$ cat config.mk
export PLATFORM = sky130hd
export DESIGN_NAME = cpa_ctrl
export DESIGN_NICKNAME = d
export VERILOG_FILES = /design/src/design/cpa_pkg.sv /design/src/design/cpa_ctrl.sv
export VERILOG_INCLUDE_DIRS = /design/src /design/src/design
export SDC_FILE = /design/constraint.sdc
export NUM_CORES = 1
export LEC_CHECK = 0
export BUFFER_PORTS_ARGS = -buffer_cell sky130_fd_sc_hd__buf_2
export CAP_MARGIN = 20
export CORE_AREA = 5 5 42 44
export DETAILED_ROUTE_END_ITERATION = 8
export DIE_AREA = 0 0 47 49
export PLACE_DENSITY_LB_ADDON = 0.15
export SKIP_LAST_GASP = 1
export SYNTH_ARGS = -nofsm -noshare
export SYNTH_HDL_FRONTEND = slang
export SYNTH_SLANG_ARGS = --single-unit
$ cat constraint.sdc
create_clock -name clk -period 1.4 [get_ports clk]
set_input_delay 0.28 -clock clk [delete_from_list [all_inputs] [get_ports clk]]
set_output_delay 0.28 -clock clk [all_outputs]
set_load 0.02 [all_outputs]
$ cat src/design/cow_page_allocator_refcount_core_macros.svh
// Assertion macros shared by the page allocator modules.
// Needs nothing else; the assertions compile away when SYNTHESIS is defined.
`ifndef COW_PAGE_ALLOCATOR_REFCOUNT_CORE_MACROS_SVH
`define COW_PAGE_ALLOCATOR_REFCOUNT_CORE_MACROS_SVH

`ifndef SYNTHESIS
`define CPA_ASSERT(lbl, clk, rst_n, prop, msg) \
    lbl: assert property (@(posedge clk) disable iff (!rst_n) prop) else $error(msg);
`define CPA_ASSERT_NEXT(lbl, clk, rst_n, ante, cons, msg) \
    lbl: assert property (@(posedge clk) disable iff (!rst_n) (ante) |=> (cons)) \
        else $error(msg);
`else
`define CPA_ASSERT(lbl, clk, rst_n, prop, msg)
`define CPA_ASSERT_NEXT(lbl, clk, rst_n, ante, cons, msg)
`endif

`endif

$ cat src/design/cpa_pkg.sv
// Shared types and codes for the copy-on-write page allocator.
// Used by cpa_ctrl, cpa_datapath, the top level, the checker and the testbench; depends on nothing.
package cpa_pkg;

    // Request operation codes; codes 5 to 7 act as a count read.
    localparam logic [2:0] OP_ALLOC = 3'd0;
    localparam logic [2:0] OP_FREE  = 3'd1;
    localparam logic [2:0] OP_INC   = 3'd2;
    localparam logic [2:0] OP_DEC   = 3'd3;
    localparam logic [2:0] OP_READ  = 3'd4;

    // Result status codes.
    localparam logic [2:0] ST_OK    = 3'd0;
    localparam logic [2:0] ST_EMPTY = 3'd1;
    localparam logic [2:0] ST_RANGE = 3'd2;
    localparam logic [2:0] ST_FULL  = 3'd3;
    localparam logic [2:0] ST_SAT   = 3'd4;

    // Configuration register indexes.
    localparam logic REG_LOWEST = 1'b0;
    localparam logic REG_LIMIT  = 1'b1;

    // Fixed field widths.
    localparam int PAGE_FIELD_W = 12;
    localparam int LIMIT_W      = 13;
    localparam int OUT_CNT_W    = 8;
    localparam int IN_DATA_W    = 16;
    localparam int OUT_DATA_W   = 24;

    typedef enum logic [1:0] {
        S_CLEAR,
        S_IDLE,
        S_EXEC
    } state_t;

    // Controller to datapath.
    typedef struct packed {
        logic clr_en;   // write zero to the count table at the sweep address
        logic accept;   // take a request and start the table reads
        logic exec;     // finish the request and load the result register
    } cpa_cmd_t;

    // Datapath to controller.
    typedef struct packed {
        logic clr_last; // sweep address is at the last entry
        logic out_free; // result register can take a new result
    } cpa_sts_t;

endpackage

$ cat src/design/cpa_ctrl.sv
// Sequencing state machine for the page allocator: clearing sweep, request
// intake and completion. Depends on cpa_pkg and the assertion macro header.
`include "cow_page_allocator_refcount_core_macros.svh"

module cpa_ctrl (
    input  logic              clk,
    input  logic              rst_n,
    input  logic              in_valid,
    output logic              in_ready,
    input  cpa_pkg::cpa_sts_t sts,
    output cpa_pkg::cpa_cmd_t cmd
);
    import cpa_pkg::*;

    state_t state_reg;
    state_t state_next;

    always_ff @(posedge clk or negedge rst_n)
    begin
        if (!rst_n)
        begin
            state_reg <= S_CLEAR;
        end
        else
        begin
            state_reg <= state_next;
        end
    end

    always_comb
    begin
        state_next = state_reg;
        cmd        = '0;
        in_ready   = 1'b0;
        unique case (state_reg)
            S_CLEAR:
            begin
                cmd.clr_en = 1'b1;
                if (sts.clr_last)
                begin
                    state_next = S_IDLE;
                end
            end
            S_IDLE:
            begin
                in_ready   = 1'b1;
                cmd.accept = in_valid;
                if (in_valid)
                begin
                    state_next = S_EXEC;
                end
            end
            S_EXEC:
            begin
                cmd.exec = sts.out_free;
                if (sts.out_free)
                begin
                    state_next = S_IDLE;
                end
            end
            default:
            begin
                state_next = S_IDLE;
            end
        endcase
    end

    `CPA_ASSERT_NEXT(a_accept_then_exec, clk, rst_n, cmd.accept, state_reg == S_EXEC,
        "accepted request did not move to the execute state")
    `CPA_ASSERT(a_no_intake_while_clearing, clk, rst_n,
        (cmd.clr_en |-> (!in_ready && !cmd.accept && !cmd.exec)),
        "request taken during the clearing sweep")

endmodule

# [Word-level counts from Yosys, hierarchy flattened]
# Cells that the tools add are included.
[word_totals] reg_bits=2 latchBits=0 ram_bits=0 rom_bits=0 in_bits=5 memories=0
[op_classes] add_sub_neg=0 n_mul=0 n_div=0 order_cmp=0 eq_ne=5 n_shift=0 muxes=8 bitwise_logic=0 reduce_logical=2
[ops] cell="two-way mux 2 bit" n=3
[ops] cell="inequality test 2 bit, second input constant" n=3
[ops] cell="case mux 2 bit (3 select lines)" n=1
[ops] cell="two-way mux 1 bit" n=4
[ops] cell="AND reduction 3 bit" n=1
[ops] cell="equality test 2 x 1 -> 1 bit, second input constant" n=1
[ops] cell="equality test 2 bit, second input constant" n=1
[ops] cell="zero test 2 bit" n=1

# [Depth between registers and ports, before layout]
# Gate-level depths: netlist of the first run.
[logic_depth] word_depth=3 depth_mapped=2 depth_no_buf=2

# [Least setup slack after synthesis of the first run]
# Ideal clock, no wire load.
[synth_path] path_type="reg2out" from="reg state_reg[0]" to="out cmd[0] in the netlist's numbering" t_arrival_ns=0.822 slack_ns=0.298 path_stages_with_launch=3 n_path_buf=0 path_cell_list="dfrtp_1 -> nand2b_1 -> nor2_1"
[synth_lines] item="start, declared" line="cpa_ctrl.sv:15" source="state_t state_reg;"
[synth_lines] item="start signal, assigned" line="cpa_ctrl.sv:26" source="state_reg <= state_next;"
[synth_lines] item="end, declared" line="cpa_ctrl.sv:11" source="output cpa_pkg::cpa_cmd_t cmd"

==> run_results.csv, run 1 <==
group,metric,value,unit
power_and_ir_drop,swShare,38.9,%
cells_and_area,drive_gt1_share,52.0,%
timing,tns,0,ns
logic_synthesis,synth.avg_cell_area,9.28,um2
status,status,"complete, no violations",
power_and_ir_drop,clockPowerShare,27.9,%
timing,hold_viol,0,
clock_tree,clock_latency,0.22,ns
logic_synthesis,syn_nets,17,
global_routing,grt_pass1_vias,134,
floorplanning,die_area,2300,um2
power_and_ir_drop,power_frac_seq,25.0,%
routing,drt_iter0_drc,2,
cells_and_area,num-nets-final,32,
routing,drt_pass1_iterations,2,
logic_synthesis,yosys_warnings,0,
clock_tree,clock_path_buffers,2,
clock_tree,cts_buffers,3,
global_routing,overflow,0,
clock_tree,cts-root-buf,"clkbuf_4",
power_and_ir_drop,p_int,280,uW
clock_tree,cts_tree,"done",
cells_and_area,final_cells,41,
global_routing,grt_max_degree,6,
logic_synthesis,synth.largest_area_cell,"dfrtp_1",
global_routing,grt.total_usage,3.80,%
logic_synthesis,synthesis.area,111,um2
cells_and_area,multi_input_area,53.8,um2
worst_setup_path,path_class,"reg2out",
cells_and_area,largest_register_ffs,2,
logic_synthesis,yosysTopAreaCellShare,44.9,%
timing,slew_viol_final,0,
global_routing,antenna_found_initial,0,
power_and_ir_drop,powerDensity,2140,nW/um2
power_and_ir_drop,leakage,0.000113,uW
floorplanning,die_x,47,um
hold_path,hp-class,"in2reg",
logic_synthesis,synthDistinctLibCells,9,
worst_setup_path,crit_chain,"nand2b_1, nor2_1, buf_4",
placed_design,gp_congestion,0.773,
logic_synthesis,yosysSeqAreaShare,44.9,%
global_routing,grt_pass1_wl,538,um
timing,slew_headroom,86.1,%
worst_setup_path,cp_max_fo,5,
timing,finalClockSkew,0.000384,ns
placed_design,dp.cells,36,
cells_and_area,seqCellArea,50.0,um2
worst_setup_path,cp_slowest_cell,"dfrtp_1",
worst_setup_path,cp-end-kind,"primary output",
timing,rsz0062_at_grt,"false",
cells_and_area,syn2layout_area_growth,92.1,%
power_and_ir_drop,switching_power,178,uW
power_and_ir_drop,ir_drop,443,uV
floorplanning,initial_core_util,7.95,%
logic_synthesis,ys_top_cells_by_area,"dfrtp_1 45%, mux2_1 10%, and2b_2 7.9%, inv_1 6.7%, nand3b_1 6.7%",
timing,setup_viol,0,
timing,fin_crit,1.31,ns
timing,min_period_over_period,93.5,%
clock_tree,cts.clk_slew.worst_paths,0.03,ns
timing,worstMarginPinSlew,0.207,ns
routing,postRouteAntennaNets,0,
cells_and_area,final_common_cell,"buf_2",
cells_and_area,utilization,15.3,%
power_and_ir_drop,report.power.total,458,uW
floorplanning,fp.dieH,49,um
timing,max_freq,0.764,GHz
power_and_ir_drop,combPwrFrac,47.1,%
logic_synthesis,ys_seq_elements,2,
floorplanning,core-area,1400,um2
floorplanning,io_pins,9,
routing,wirelength,361,um
worst_setup_path,start_kind,"register",
logic_synthesis,synthCells,12,
routing,wire_per_inst,8.80,um
worst_setup_path,critical_path_required,1.12,ns
routing,vias,120,
clock_tree,h-tree-depth,1,
floorplanning,num_rows,14,
cells_and_area,final_cell_mix,"7 x buf_2, 3 x clkbuf_4",
worst_setup_path,cp.arrival,1.03,ns
routing,drc,0,
cells_and_area,antenna_cells,0,
routing,viasPerCell,2.93,
placed_design,portBuffers,8,
worst_setup_path,slowest_delay,0.40,ns
flow_run,max_cap_viol_count,0,
cells_and_area,n_fill_cell,164,
clock_tree,clock-sinks,2,
==> metrics by stage <==
stage               worst slack (ns)  hold slack [ns]  area (um2)
CTS                           0.0356            0.317         204
global placement               0.306           0.0669         171
detailed placement             0.284           0.0671         171
floorplan                      0.298          -0.0156         111
finish                        0.0906            0.330         214
global route                 0.00244            0.360         214
==> Yosys cell counts, drive strengths merged <==
cell	number
inv	2
o21a	1
and2b	1
nand2b	1
nor2	2
dfrtp	2
nand3b	1
o21ai	1
mux2	1
==> power groups by stage <==
stage,combinational (uW),clock (uW),sequential [uW]
2_1_floorplan,137,0,108
3_3_place_gp,198,0,111
3_5_place_dp,200,0,115
4_1_cts,202,140,114
5_1_grt,234,137,122
6_report,215,128,115
==> layer usage <==
layer  vias up  wire length [um]  global-route usage, %
met4         0                 0                   6.91
li1         65                 -                      -
met2         9               127                   3.39
met3         0                70                   1.48
met1        46               164                   4.40
met5         -                 0                      0
==> path summary, 6_finish.rpt <==
| check | end | slack [ns] | cells after the start | from |
|---|---|---|---|---|
| worst max-delay path | cmd[0] | 0.09 | 3 | state_reg[0] |
| worst min-delay path | state_reg[1] | 0.33 | 2 | sts[0] |
| worst max register to register | state_reg[0] | 0.39 | 2 | state_reg[1] |
| worst min register to register | state_reg[0] | 0.56 | 1 | state_reg[0] |
| max in group asynchronous | state_reg[0] | 0.94 | 2 | rst_n |
| min in group asynchronous | state_reg[1] | 0.37 | 2 | rst_n |
==> worst max-delay path, delay by kind of cell, from the launching register on <==
| kind | cells | cell delay [ns] |
|---|---|---|
| buffers and inverters | 1 | 0.15 |
| flip-flops | 1 | 0.40 |
| AND/OR/NAND/NOR | 2 | 0.27 |
==> cell type report <==
cell class	count	area share, %
clock buffer	3	10.5
inverter	2	3.51
multi-input combinational	8	25.1
sequential	2	23.4
tap	16	9.36
timing repair buffer	10	28.1
==> repair_timing <==
| action | CTS | global route |
|---|---|---|
| hold buffers | 1 | 0 |
| hold endpoints to repair | 2 | 0 |
| resized for setup | 0 | 1 |
| endpoints found under the setup margin | 0 | 2 |
| setup buffers | 0 | 1 |
==> cell families after synthesis <==
logic type,count (synthesis),share of synthesized area (%)
compound gates,2,11.2
buf+inv,2,6.74
flops,2,44.9
mux,1,10.1
simple gates,5,27.0
No activity file was read; power rests on OpenSTA's default activity.
==> inputs of run 2 (changes only) <==
- clock period: 1.4 -> 1.2 ns (I/O delays scaled with it)
==> run 2 against run 1 <==
  * The run now ends with setup timing left
  * Critical endpoint is now cmd[1]
  * Register-to-register slack worse by 0.22 ns
  * Critical path type unchanged
  * Critical path depth unchanged
  * Design area up 16%
==> run_results.csv, run 2 (synthesis results as in run 1) <==
group,metric,value,unit
timing,worst_slack,-0.0710,ns
floorplanning,core-area,1400,um2
routing,postRouteAntennaNets,0,
floorplanning,die_area,2300,um2
timing,slew_viol_final,0,
clock_tree,cts-root-buf,"clkbuf_4",
clock_tree,cts_tree,"done",
routing,dr_wl_met3,58,um
worst_setup_path,start_kind,"register",
routing,drt_pass1_iterations,2,
routing,wire_per_inst,8.22,um
worst_setup_path,path_class,"reg2out",
placed_design,gp_congestion,0.743,
worst_setup_path,critical_path_required,0.96,ns
global_routing,antenna_found_initial,0,
clock_tree,clock-sinks,2,
clock_tree,clock_latency,0.22,ns
worst_setup_path,cp.arrival,1.03,ns
floorplanning,fp.dieH,49,um
global_routing,grt_max_degree,6,
flow_run,max_cap_viol_count,0,
routing,highest_layer,"met3",
routing,viasPerCell,2.90,
worst_setup_path,cp_max_fo,5,
global_routing,grt_pass1_vias,107,
worst_setup_path,slowest_delay,0.43,ns
floorplanning,die_x,47,um
timing,min_period_over_period,106,%
routing,wirelength,337,um
clock_tree,cts_buffers,3,
placed_design,dp.cells,36,
timing,hold_viol,0,
cells_and_area,antenna_cells,0,
timing,slew_headroom,89.3,%
status,violations,"setup timing",
timing,setup_viol,3,
cells_and_area,final_cell_mix,"4 x buf_2, 3 x clkbuf_4, 3 x buf_6, 2 x inv_1, 2 x buf_4",
power_and_ir_drop,powerDensity,2510,nW/um2
clock_tree,h-tree-depth,1,
cells_and_area,drive_gt1_share,64.0,%
routing,wl_met1,187,um
timing,fin_crit,1.27,ns
placed_design,portBuffers,8,
cells_and_area,n_fill_cell,164,
worst_setup_path,cp_slowest_cell,"dfrtp_2",
floorplanning,num_rows,14,
timing,rsz0062_at_grt,"true",
floorplanning,initial_core_util,7.95,%
cells_and_area,syn2layout_area_growth,124,%
worst_setup_path,crit_chain,"nand3b_1, inv_1, buf_6",
cells_and_area,final_cells,41,
routing,wl_met2,91,um
global_routing,overflow,0,
cells_and_area,num-nets-final,32,
timing,finalClockSkew,0.00276,ns
power_and_ir_drop,ir_drop,599,uV
timing,worstMarginPinSlew,0.160,ns
worst_setup_path,cp-end-kind,"primary output",
cells_and_area,final_cell_area,249,um2
cells_and_area,largest_register_ffs,2,
hold_path,hp-class,"in2reg",
floorplanning,io_pins,9,
clock_tree,cts.clk_slew.worst_paths,0.03,ns
routing,drc,0,
routing,drt_iter0_drc,1,
clock_tree,clock_path_buffers,2,
global_routing,grt.total_usage,3.45,%
timing,max_freq,0.787,GHz
placed_design,dpl_cell_area,171,um2
routing,vias,119,
status,status,"finished, violations left",
power_and_ir_drop,leakage,0.000123,uW
cells_and_area,final_common_cell,"buf_2",
global_routing,grt_pass1_wl,476,um
-- run 2: metal layers --
| layer | vias to the layer above | global-route usage [%] |
|---|---|---|
| li1 | 66 | - |
| met1 | 44 | 4.40 |
| met2 | 9 | 2.26 |
| met3 | 0 | 3.69 |
| met4 | 0 | 4.15 |
| met5 | - | 0 |
-- run 2: worst paths after layout --
check / from / end / slack, ns / cells after the start
max reg2reg: state_reg[1] / state_reg[0] / 0.17 / 2
min reg2reg: state_reg[0] / state_reg[0] / 0.57 / 1
max: state_reg[1] / cmd[1] / -0.07 / 3
max in group asynchronous: rst_n / state_reg[1] / 0.77 / 2
min: sts[0] / state_reg[1] / 0.25 / 2
min in group asynchronous: rst_n / state_reg[1] / 0.32 / 2
-- run 2: repair_timing --
action / in CTS / in global routing
endpoints found under the hold margin: 2 / 0
setup endpoints to repair: 3 / 4
hold buffers: 1 / 0
resized for setup: 10 / 1
gates cloned: 0 / 0
pin swaps: 1 / 1
buffers inserted: 1 / 0
-- run 2: through the flow --
step	total power, uW	utilization, %	setup TNS, ns	setup WS, ns	hold slack (ns)
after floorplan	286	-	0	0.138	-0.0556
after global placement	361	12.2	0	0.147	0.0258
after detailed placement	367	12.2	0	0.131	0.0264
after CTS	631	17.6	-0.183	-0.0765	0.259
after global routing	680	17.8	-0.279	-0.124	0.274
final	626	17.8	-0.129	-0.0710	0.253
-- run 2: final cells by class --
type	instances	area, um2	share of cell area, %
multi-input cells	8	68.8	27.6
clock buffers	3	22.5	9.05
inverters	2	7.51	3.02
repair buffers	10	78.8	31.7
well taps	16	20.0	8.04
flip-flops and latches	2	51.3	20.6
-- run 2: worst max-delay path: cells and delay by family (launching register included) --
family,cells,cell delay (ns)
buffers and inverters,2,0.19
AND/OR/NAND/NOR,1,0.19
flip-flops,1,0.43
-- run 2: power breakdown --
group	switching [uW]	total [uW]	internal [uW]
clock network	37.3	148	110
logic	148	332	184
registers	44.3	146	102
